--- config.mk ---
export PLATFORM = sky130hd
export DESIGN_NAME = req_ack_handshake_master_unit
export DESIGN_NICKNAME = d
export VERILOG_FILES = /design/src/design/rahm_pkg.sv /design/src/design/rahm_in_slice.sv /design/src/design/rahm_core.sv /design/src/design/rahm_out_reg.sv /design/src/design/req_ack_handshake_master_unit.sv
export SDC_FILE = /design/constraint.sdc
export NUM_CORES = 1
export LEC_CHECK = 0
export ABC_AREA = 1
export BUFFER_PORTS_ARGS = -buffer_cell sky130_fd_sc_hd__buf_2
export CAP_MARGIN = 5
export CORE_ASPECT_RATIO = 2
export CORE_MARGIN = 2
export CORE_UTILIZATION = 40
export CTS_CLUSTER_SIZE = 10
export DETAILED_ROUTE_END_ITERATION = 16
export HOLD_SLACK_MARGIN = 0.03
export PLACE_DENSITY = 0.58
export SLEW_MARGIN = 30
export SYNTH_ARGS = -nofsm -noshare
export SYNTH_HDL_FRONTEND = slang
export SYNTH_SLANG_ARGS = --single-unit
--- constraint.sdc ---
create_clock -name i_clk -period 5.2 [get_ports i_clk]
set_clock_uncertainty 0.2 [all_clocks]
set_input_delay 0.26 -clock i_clk [delete_from_list [all_inputs] [get_ports i_clk]]
set_output_delay 0.26 -clock i_clk [all_outputs]
set_load 0.02 [all_outputs]
--- src/design/rahm_pkg.sv ---
// Package for the request/acknowledge link master.
// Types, codes and link constants shared by all design modules; no dependencies.

package rahm_pkg;

    localparam int unsigned CNT_W     = 26;
    localparam int unsigned BYTE_W    = 8;
    localparam int unsigned NIB_W     = 4;
    localparam int unsigned STATUS_W  = 9;
    localparam int unsigned S_TDATA_W = 24;
    localparam int unsigned M_TDATA_W = 24;

    localparam logic [CNT_W-1:0]  TIMEOUT_RESET = CNT_W'(50000000);
    localparam logic [BYTE_W-1:0] LINK_REQ      = 8'h10;
    localparam logic [BYTE_W-1:0] ECHO_BASE     = 8'h80;
    localparam logic [BYTE_W-1:0] CMD_CLEAR     = 8'h00;

    typedef enum logic [1:0] {
        KIND_CMD_WRITE  = 2'd0,
        KIND_BYTE_WRITE = 2'd1,
        KIND_DATA_READ  = 2'd2,
        KIND_STATUS     = 2'd3
    } t_kind;

    typedef enum logic [1:0] {
        RES_OK            = 2'd0,
        RES_ACK_TIMEOUT   = 2'd1,
        RES_ECHO_MISMATCH = 2'd2,
        RES_REL_TIMEOUT   = 2'd3
    } t_result;

    typedef enum logic [2:0] {
        PH_IDLE = 3'b001,
        PH_ACK  = 3'b010,
        PH_REL  = 3'b100
    } t_phase;

    typedef struct packed {
        t_kind                kind;
        logic [BYTE_W-1:0]    data_value;
        logic [STATUS_W-1:0]  pic_status;
    } t_in_item;

    typedef struct packed {
        logic                 command_write;
        logic [BYTE_W-1:0]    command_value;
        logic                 done_res;
        t_result              result_code;
        logic [BYTE_W-1:0]    read_data;
        logic                 busy_res;
    } t_out_item;

endpackage

--- src/design/rahm_in_slice.sv ---
// Input register stage of the link master.
// Holds one accepted transfer until the core consumes it; uses rahm_pkg.

module rahm_in_slice
    import rahm_pkg::*;
(
    input  logic     i_clk,
    input  logic     i_rst_n,
    input  logic     i_valid,
    output logic     o_ready,
    input  t_in_item i_item,
    output logic     o_valid,
    input  logic     i_take,
    output t_in_item o_item
);

    logic     r_valid;
    logic     n_valid;
    t_in_item r_item;

    assign o_ready = !r_valid || i_take;
    assign n_valid = i_valid || (r_valid && !i_take);

    always_ff @(posedge i_clk) begin
        if (!i_rst_n) begin
            r_valid <= 1'b0;
        end else begin
            r_valid <= n_valid;
        end
    end

    always_ff @(posedge i_clk) begin
        if (i_valid && o_ready) begin
            r_item <= i_item;
        end
    end

    assign o_valid = r_valid;
    assign o_item  = r_item;

endmodule

--- src/design/rahm_core.sv ---
// Transaction state and per-item step logic of the link master.
// Holds the ack timeout register; uses rahm_pkg.

module rahm_core
    import rahm_pkg::*;
(
    input  logic             i_clk,
    input  logic             i_rst_n,
    input  logic             i_cfg_wr_en,
    input  logic [CNT_W-1:0] i_cfg_wr_data,
    input  logic             i_fire,
    input  t_in_item         i_item,
    output t_out_item        o_result
);

    logic [CNT_W-1:0]  r_ack_timeout;
    t_phase            r_phase,    n_phase;
    t_kind             r_txn,      n_txn;
    logic [BYTE_W-1:0] r_expected, n_expected;
    logic [NIB_W-1:0]  r_pending,  n_pending;
    logic              r_second,   n_second;
    logic [CNT_W-1:0]  r_cnt,      n_cnt;
    logic [BYTE_W-1:0] r_latched,  n_latched;

    logic              ack;
    logic [BYTE_W-1:0] echo;
    logic [CNT_W-1:0]  cnt_inc;
    logic              timed_out;
    logic              cw;
    logic [BYTE_W-1:0] cv;
    logic              done;
    t_result           code;

    assign ack       = i_item.pic_status[STATUS_W-1];
    assign echo      = i_item.pic_status[BYTE_W-1:0];
    assign cnt_inc   = r_cnt + 1'b1;
    assign timed_out = (cnt_inc >= r_ack_timeout);

    always_comb begin
        n_phase    = r_phase;
        n_txn      = r_txn;
        n_expected = r_expected;
        n_pending  = r_pending;
        n_second   = r_second;
        n_cnt      = r_cnt;
        n_latched  = r_latched;
        cw         = 1'b0;
        cv         = CMD_CLEAR;
        done       = 1'b0;
        code       = RES_OK;
        case (r_phase)
            PH_IDLE: begin
                case (i_item.kind)
                    KIND_CMD_WRITE, KIND_BYTE_WRITE: begin
                        n_txn      = i_item.kind;
                        n_second   = 1'b0;
                        n_expected = ECHO_BASE | {4'h0, i_item.data_value[NIB_W-1:0]};
                        n_cnt      = '0;
                        n_phase    = PH_ACK;
                        cw         = 1'b1;
                        cv         = ECHO_BASE | LINK_REQ
                                     | {4'h0, i_item.data_value[NIB_W-1:0]};
                        if (i_item.kind == KIND_BYTE_WRITE) begin
                            n_pending = i_item.data_value[BYTE_W-1:NIB_W];
                        end
                    end
                    KIND_DATA_READ: begin
                        n_txn    = KIND_DATA_READ;
                        n_second = 1'b0;
                        n_cnt    = '0;
                        n_phase  = PH_ACK;
                        cw       = 1'b1;
                        cv       = LINK_REQ;
                    end
                    default: ;
                endcase
            end
            PH_ACK: begin
                if (i_item.kind == KIND_STATUS) begin
                    n_cnt = cnt_inc;
                    if (ack) begin
                        cw = 1'b1;
                        if (r_txn == KIND_DATA_READ) begin
                            n_latched = echo;
                            n_cnt     = '0;
                            n_phase   = PH_REL;
                        end else if (echo != r_expected) begin
                            done    = 1'b1;
                            code    = RES_ECHO_MISMATCH;
                            n_phase = PH_IDLE;
                        end else begin
                            n_cnt   = '0;
                            n_phase = PH_REL;
                        end
                    end else if (timed_out) begin
                        cw      = 1'b1;
                        done    = 1'b1;
                        code    = RES_ACK_TIMEOUT;
                        n_phase = PH_IDLE;
                    end
                end
            end
            PH_REL: begin
                if (i_item.kind == KIND_STATUS) begin
                    n_cnt = cnt_inc;
                    if (!ack) begin
                        if (r_txn == KIND_BYTE_WRITE && !r_second) begin
                            // low nibble released, send the high nibble
                            n_second   = 1'b1;
                            n_expected = ECHO_BASE | {4'h0, r_pending};
                            n_cnt      = '0;
                            n_phase    = PH_ACK;
                            cw         = 1'b1;
                            cv         = ECHO_BASE | LINK_REQ | {4'h0, r_pending};
                        end else begin
                            done    = 1'b1;
                            n_phase = PH_IDLE;
                        end
                    end else if (timed_out) begin
                        done    = 1'b1;
                        code    = RES_REL_TIMEOUT;
                        n_phase = PH_IDLE;
                    end
                end
            end
            default: begin
                n_phase = PH_IDLE;
            end
        endcase
    end

    always_ff @(posedge i_clk) begin
        if (!i_rst_n) begin
            r_ack_timeout <= TIMEOUT_RESET;
        end else if (i_cfg_wr_en) begin
            r_ack_timeout <= i_cfg_wr_data;
        end
    end

    always_ff @(posedge i_clk) begin
        if (!i_rst_n) begin
            r_phase    <= PH_IDLE;
            r_txn      <= KIND_CMD_WRITE;
            r_expected <= '0;
            r_pending  <= '0;
            r_second   <= 1'b0;
            r_cnt      <= '0;
            r_latched  <= '0;
        end else if (i_fire) begin
            r_phase    <= n_phase;
            r_txn      <= n_txn;
            r_expected <= n_expected;
            r_pending  <= n_pending;
            r_second   <= n_second;
            r_cnt      <= n_cnt;
            r_latched  <= n_latched;
        end
    end

    always_comb begin
        o_result.command_write = cw;
        o_result.command_value = cv;
        o_result.done_res      = done;
        o_result.result_code   = code;
        o_result.read_data     = n_latched;
        o_result.busy_res      = (n_phase != PH_IDLE);
    end

endmodule

--- src/design/rahm_out_reg.sv ---
// Result register stage of the link master.
// Holds one result transfer while the receiver stalls; uses rahm_pkg.

module rahm_out_reg
    import rahm_pkg::*;
(
    input  logic      i_clk,
    input  logic      i_rst_n,
    input  logic      i_valid,
    output logic      o_ready,
    input  t_out_item i_result,
    output logic      o_valid,
    input  logic      i_ready,
    output t_out_item o_result
);

    logic      r_valid;
    logic      n_valid;
    t_out_item r_result;

    assign o_ready = !r_valid || i_ready;
    assign n_valid = i_valid || (r_valid && !i_ready);

    always_ff @(posedge i_clk) begin
        if (!i_rst_n) begin
            r_valid <= 1'b0;
        end else begin
            r_valid <= n_valid;
        end
    end

    always_ff @(posedge i_clk) begin
        if (i_valid && o_ready) begin
            r_result <= i_result;
        end
    end

    assign o_valid  = r_valid;
    assign o_result = r_result;

endmodule

--- src/design/req_ack_handshake_master_unit.sv ---
// Top level of the request/acknowledge link master.
// Instantiates rahm_in_slice, rahm_core and rahm_out_reg; uses rahm_pkg.
//
// Usage:
//   Slave stream carries one item per transfer: tuser is the kind (command
//   write, byte write, data read, status sample), tdata the byte and the
//   sampled link status. Every accepted item yields exactly one result
//   transfer on the master stream: command write strobe and value, done
//   strobe and result code, last read byte and busy flag.
//   The ack timeout register is written through i_cfg_wr_en/i_cfg_wr_data;
//   the user must write it only while the block is idle, as the block itself does not enforce this.
//   Result valid follows the input transfer through the input register, then
//   the step logic into the result register.
//   Throughput is one item per cycle while the receiver does not stall; the
//   single state update per item in the core sets that figure.
//   Reset clears both stage valids, the transaction state and sets the
//   timeout to 50000000 samples.
//   When the receiver stalls, the result register holds, the input register
//   fills with one more item, and tready then drops until the result drains.

module req_ack_handshake_master_unit
    import rahm_pkg::*;
(
    input  logic                 i_clk,
    input  logic                 i_rst_n,
    input  logic                 i_cfg_wr_en,
    input  logic [CNT_W-1:0]     i_cfg_wr_data,
    input  logic                 i_s_axis_tvalid,
    output logic                 o_s_axis_tready,
    // [7:0] data_value, [16:8] pic_status, [23:17] zero
    input  logic [S_TDATA_W-1:0] i_s_axis_tdata,
    // [1:0] kind
    input  logic [1:0]           i_s_axis_tuser,
    output logic                 o_m_axis_tvalid,
    input  logic                 i_m_axis_tready,
    // [0] command_write, [8:1] command_value, [9] done_res,
    // [11:10] result_code, [19:12] read_data, [20] busy_res, [23:21] zero
    output logic [M_TDATA_W-1:0] o_m_axis_tdata
);

    t_in_item  in_item;
    t_in_item  core_item;
    t_out_item core_result;
    t_out_item out_result;
    logic      core_valid;
    logic      out_ready;
    logic      core_fire;

    always_comb begin
        in_item.kind       = t_kind'(i_s_axis_tuser);
        in_item.data_value = i_s_axis_tdata[BYTE_W-1:0];
        in_item.pic_status = i_s_axis_tdata[BYTE_W+STATUS_W-1:BYTE_W];
    end

    assign core_fire = core_valid && out_ready;

    rahm_in_slice u_in_slice (
        .i_clk   (i_clk),
        .i_rst_n (i_rst_n),
        .i_valid (i_s_axis_tvalid),
        .o_ready (o_s_axis_tready),
        .i_item  (in_item),
        .o_valid (core_valid),
        .i_take  (core_fire),
        .o_item  (core_item)
    );

    rahm_core u_core (
        .i_clk         (i_clk),
        .i_rst_n       (i_rst_n),
        .i_cfg_wr_en   (i_cfg_wr_en),
        .i_cfg_wr_data (i_cfg_wr_data),
        .i_fire        (core_fire),
        .i_item        (core_item),
        .o_result      (core_result)
    );

    rahm_out_reg u_out_reg (
        .i_clk    (i_clk),
        .i_rst_n  (i_rst_n),
        .i_valid  (core_valid),
        .o_ready  (out_ready),
        .i_result (core_result),
        .o_valid  (o_m_axis_tvalid),
        .i_ready  (i_m_axis_tready),
        .o_result (out_result)
    );

    assign o_m_axis_tdata = {3'b000,
                             out_result.busy_res,
                             out_result.read_data,
                             out_result.result_code,
                             out_result.done_res,
                             out_result.command_value,
                             out_result.command_write};

endmodule

# [Word level (Yosys, flattened, before mapping)]
# Cells that the tools add are included.
[op_classes] n_addsub=1 magnitude_cmp=1 eq_ne=16 n_mux=64 n_reduce_logical=25
[op_table] cell="2-to-1 mux 26 bit" n=8
[op_table] cell="2-to-1 mux 8 bit" n=11
[op_table] cell="one-hot mux 26 bit (3 select lines)" n=1
[op_table] cell="one-hot mux 8 bit (2 select lines)" n=3
[op_table] cell="adder 26 x 1 -> 26 bit (second input constant)" n=1
[op_table] cell=">= comparator 26 bit" n=1
[op_table] cell="2-to-1 mux 3 bit" n=8
[op_table] cell="2-to-1 mux 1 bit" n=19
[op_table] cell="2-to-1 mux 2 bit" n=8
[op_table] cell="AND reduction 6 bit" n=2
[op_table] cell="one-hot mux 3 bit (3 select lines)" n=1
[op_table] cell="!= test 8 bit" n=1
[op_table] cell="one-hot mux 2 bit (2 select lines)" n=2
[op_table] cell="equality test 2 bit (second input constant)" n=3
[op_table] cell="!= test 2 x 1 -> 1 bit (second input constant)" n=3
[op_table] cell="!= test 2 bit (second input constant)" n=3
[op_table] cell="logical AND 1 bit" n=5
[op_table] cell="zero test 1 bit" n=5
[op_table] cell="AND reduction 5 bit" n=1
[op_table] cell="equality test 2 x 1 -> 1 bit (second input constant)" n=2
[op_table] cell="logical OR 1 bit" n=4
[op_table] cell="one-hot mux 1 bit (2 select lines)" n=2
[op_table] cell="AND reduction 4 bit" n=1
[op_table] cell="nonzero test 2 bit" n=2
[op_table] cell="other kinds (10)" n=10
[totals] reg_bits=120 input_bits=57 out_inout_bits=26 wordCells=126

# [Longest topological paths before layout]
[logic_depth] depth_word=7 ltp_mapped=25

# [By module]
# Synthesis repeated with hierarchy kept, for this count alone.
[unflattened] hier_cells=722 area_unflattened_um2=5921.9
[by_module_without_submodules] mod="rahm_core" n_inst=1 cells_each=662 area_each_um2=4584.4 seq_area_each_um2=1501.4
[by_module_without_submodules] mod="rahm_out_reg" n_inst=1 cells_each=28 area_each_um2=681.9 seq_area_each_um2=650.6
[by_module_without_submodules] mod="rahm_in_slice" n_inst=1 cells_each=26 area_each_um2=621.8 seq_area_each_um2=590.6
[by_module_without_submodules] mod="req_ack_handshake_master_unit" n_inst=1 cells_each=6 area_each_um2=33.8 seq_area_each_um2=0.0

# [Least setup slack after synthesis]
# No wires, ideal clock.
[synth_timing] path_type="reg2reg" startpoint="register u_core.r_cnt[0]" endpoint="register u_out_reg.r_result, in the netlist u_out_reg.o_result[0], data pin" setup_ns=0.251 arrival_ns=2.553 required_time_ns=4.749 setup_slack_ns=2.197 stages_incl_launch_ff=21 n_path_buf=0 path_cell_list="dfxtp_1 > ha_1 > nand3_1 > nor2_2 > nand3_2 > nor3_2 > nand3_1 > xor2_1 > inv_2 > ha_1 > nand2_1 > nor2_1 > nand2_1 > nor3b_1 > nand2_1 > nand3_1 > nand2_1 > nand2_1 > nand2_1 > nand2_1 > inv_1"
[synth_rtl] item="start, declared" line_no="rahm_core.sv:22" text="logic [CNT_W-1:0] r_cnt, n_cnt;"
[synth_rtl] item="start signal, assigned" line_no="rahm_core.sv:155" text="r_cnt <= n_cnt;"
[synth_rtl] item="end signal, assigned" line_no="rahm_out_reg.sv:34" text="r_result <= i_result;"
[synth_rtl] item="end, declared" line_no="rahm_out_reg.sv:19" text="t_out_item r_result;"

==> impl_metrics.csv <==
group,metric,value,unit
route,wl_per_cell,12.5,µm
placed_design,gp_congestion,0.852,
critical_path,crit_type,"flop to flop",
synth,synth_top_area_share,26.8,%
timing,rsz0062_at_grt,"no",
critical_path,start_kind,"flop",
synth,synth_top_cell_by_area,"dfxtp_1",
synth,seq_area_frac_synth,46.7,%
route,drc_errors,0,
critical_path,cp.arrival,3.44,ns
timing,final_hold_viol_count,0,
route,drt_wl_total,13000,µm
route,firstDrtPassIters,5,
clocking,cts_tree,"yes",
placed_design,dpl.cell_count,962,
route,antenna_left,0,
floorplanning,fp.dieW,88.8,µm
critical_path,cp.required,5.17,ns
global_route,grt_antenna_before_repair,0,
clocking,cts_root_buf,"clkbuf_16",
worst_hold_path,holdPathEnd,"u_core.r_ack_timeout[20]",
timing,min_period,3.48,ns
route,route.vias.total,4917,
power,powerDensity,333,nW/µm²
critical_path,cpMostUsedCell,"nand2_1",
critical_path,crit_buf_inv,2,
power,vdd_drop_max,221,µV
global_route,grt_overflow,0,
timing,maxSlewViolCount,0,
critical_path,cpPeakStageDelay,0.38,ns
run_status,status,"finished, final reports clean",
worst_hold_path,hp-start,"i_cfg_wr_en",
critical_path,r2r_end,"u_out_reg.o_result[0]",
final_layout,area_growth_syn_to_layout,27.4,%
critical_path,timing.rr.start,"u_core.r_cnt[0]",
timing,setup_viol_count_final,0,
route,post_drt_via_cell_ratio,4.72,
final_layout,nets,921,
clocking,cts_made_buffers,17,
final_layout,fill_cells,1351,
floorplanning,fp-row-count,62,
clocking,clk_pin_slew,0.06,ns
clocking,cts-htree-levels,4,
global_route,grt_pass1_vias,4753,
global_route,grt_pass1_wl,21500,µm
job,cap_violations,0,
final_layout,diodes,0,
floorplanning,die_h,174,µm
synth,synth_most_common_cell,"nand2_1",
synth,syn_area_per_cell,7.98,µm²
critical_path,crit_path_cell_trace,"ha_1 -> nand3_1 -> nor2_2 -> nand3_2 -> nor3_2 -> nand3_1 -> xor2_1 -> inv_2 -> ha_1 -> nand2_1 -> nor2_1 -> nand2_1 -> nor3b_1 -> nand2_1 -> nand3_1 -> nand2_1 -> nand2_1 -> nand2_1 -> nand2_1 -> inv_1",
floorplanning,initial_core_util,40.5,%
clocking,post_cts_resized,0,
final_layout,final_cells,1042,
synth,synth-seq-cells,115,
synth,yosys-top-cells-count,"136 x nand2_1, 106 x inv_1, 85 x a21oi_1",
route,drt-initial-drc-count,285,
clocking,clk_latency,0.41,ns
placed_design,dp_hpwl,8980,µm
placed_design,portBuffers,70,
clocking,ctsLongestPathBuffers,2,
power,p_leak,3.34,nW
timing,tightest_slew,0.790,ns
floorplanning,core_area,14200,µm²
clocking,hold_buffers,48,
synth,yosys_most_used_dff,"dfxtp_1",
timing,setup_tns,0,ns
global_route,grt_max_degree,32,
timing,slew_headroom,47.3,%
timing,clock.fmax,288,MHz
critical_path,ff2ff_path_depth,20,
critical_path,path_delay_family,"simple AND/OR/NAND/NOR gates",
worst_hold_path,hold_depth,2,
synth,synth_edf_count,38,
final_layout,drive_gt1_share,15.2,%
synth,synth_warnings,0,
floorplanning,dieArea,15400,µm²
clocking,postCtsSetupBuffers,0,
synth,synthesis.area,5750,µm²
clocking,cts_sinks,115,
synth,synth_area_leaders,"dfxtp_1 27%, edfxtp_1 20%, nand2_1 8.9%",
critical_path,slowest_stage,"dfxtp_1",
critical_path,cp_max_fo,5,
critical_path,end_kind,"flop",
global_route,grt_use_total,17.8,%
synth,synthCells,720,
timing,fin_crit_sh,66.8,%
synth,synthArstFlopShare,0,%
timing,whs,0.126,ns
synth,synth_cell_types,39,
floorplanning,design.portCount,83,
worst_hold_path,hp-class,"input pin to flop",
critical_path,r2r_setup_slack,1.72,ns
-- flip-flops by register name (all words and copies together), names as in the netlist --
register              count
u_in_slice.o_item        19
u_out_reg.o_result       19
u_core.r_ack_timeout     26
u_core.r_expected         5
u_core.r_pending          4
u_core.r_phase            3
u_in_slice.o_valid        1
u_core.r_cnt             26
u_core.r_latched          8
u_core.r_second           1
u_core.r_txn              2
u_out_reg.o_valid         1
-- worst reg2reg max path, cell delays in order (launching register included) --
cell and delay [ns]:
dfxtp_1 0.38, ha_1 0.20, nand3_1 0.12, nor2_2 0.25
nand3_2 0.17, nor3_2 0.23, nand3_1 0.13, xor2_1 0.18
inv_2 0.06, ha_1 0.27, nand2_1 0.06, nor2_1 0.15
nand2_1 0.11, nor3b_1 0.19, nand2_1 0.13, nand3_1 0.11
nand2_1 0.05, nand2_1 0.05, nand2_1 0.07, nand2_1 0.08
inv_1 0.04
-- final cells by class --
type / instances / area [µm²] / share of cell area, %
clock buffers: 18 / 429 / 5.86
clock inverters: 14 / 178 / 2.43
inverters: 117 / 442 / 6.03
multi-input cells: 467 / 2510 / 34.3
flip-flops and latches: 115 / 2680 / 36.6
well taps: 192 / 240 / 3.28
repair buffers: 119 / 838 / 11.4
-- cells in the final DEF (no fill, tap or decap), types with 26 or more instances in the layout --
cell type	synthesis	routed
inv_1	106	106
nand2_1	136	136
nor2_1	51	51
ha_1	27	27
nand3_1	26	26
buf_2	1	70
a21oi_1	85	85
o21ai_0	59	59
edfxtp_1	38	38
dlygate4sd3_1	0	48
dfxtp_1	77	77
-- stage by stage --
stage	power, mW	util [%]	cell area (µm²)	setup WS (ns)
2_1_floorplan	1.17	-	5760	2.20
3_5_place_dp	1.24	43.9	6240	1.71
5_1_grt	2.54	51.6	7320	1.34
3_3_place_gp	1.23	43.9	6240	1.73
4_1_cts	2.46	51.6	7320	1.69
6_report	2.44	51.6	7320	1.72
-- per-layer routing --
metal  global-route usage, %  up-vias  wire length (µm)
li1                        -     2573                 -
met1                    22.4     2226              5900
met2                    29.8      111              6510
met5                       0        -                 0
met4                    5.62        0               114
met3                    3.71        7               529
-- cells by family (layout without fill, tap and decap cells) --
family | after synthesis | count (layout) | share of synthesized area (%)
compound gates | 165 | 165 | 15.0
xor+xnor | 25 | 25 | 3.81
fa+ha+maj | 27 | 27 | 5.88
buf+inv | 142 | 268 | 9.86
flops | 115 | 115 | 46.7
other cells | 1 | 5 | 0.0652
simple gates | 245 | 245 | 18.8
-- how the worst max path moves through the flow --
| stage | start | to | slack (ns) | cells after the start |
|---|---|---|---|---|
| final | u_core.r_cnt[0] | u_out_reg.o_result[0] | 1.72 | 20 |
| after global routing | u_core.r_cnt[0] | u_out_reg.o_result[0] | 1.34 | 20 |
| after CTS | u_core.r_cnt[0] | u_out_reg.o_result[20] | 1.69 | 18 |
| after detailed placement | u_core.r_cnt[0] | u_out_reg.o_result[20] | 1.71 | 19 |
| after global placement | u_core.r_cnt[0] | u_out_reg.o_result[20] | 1.73 | 19 |
| after floorplan | u_core.r_cnt[0] | u_out_reg.o_result[0] | 2.20 | 20 |
-- report_power, final --
| group | internal, mW | switching [mW] | total [mW] |
|---|---|---|---|
| Combinational | 0.0952 | 0.147 | 0.242 |
| Clock | 0.758 | 0.435 | 1.19 |
| Sequential | 0.982 | 0.0234 | 1.01 |
| Total | 1.84 | 0.605 | 2.44 |
(Power assumes the default switching activity.)
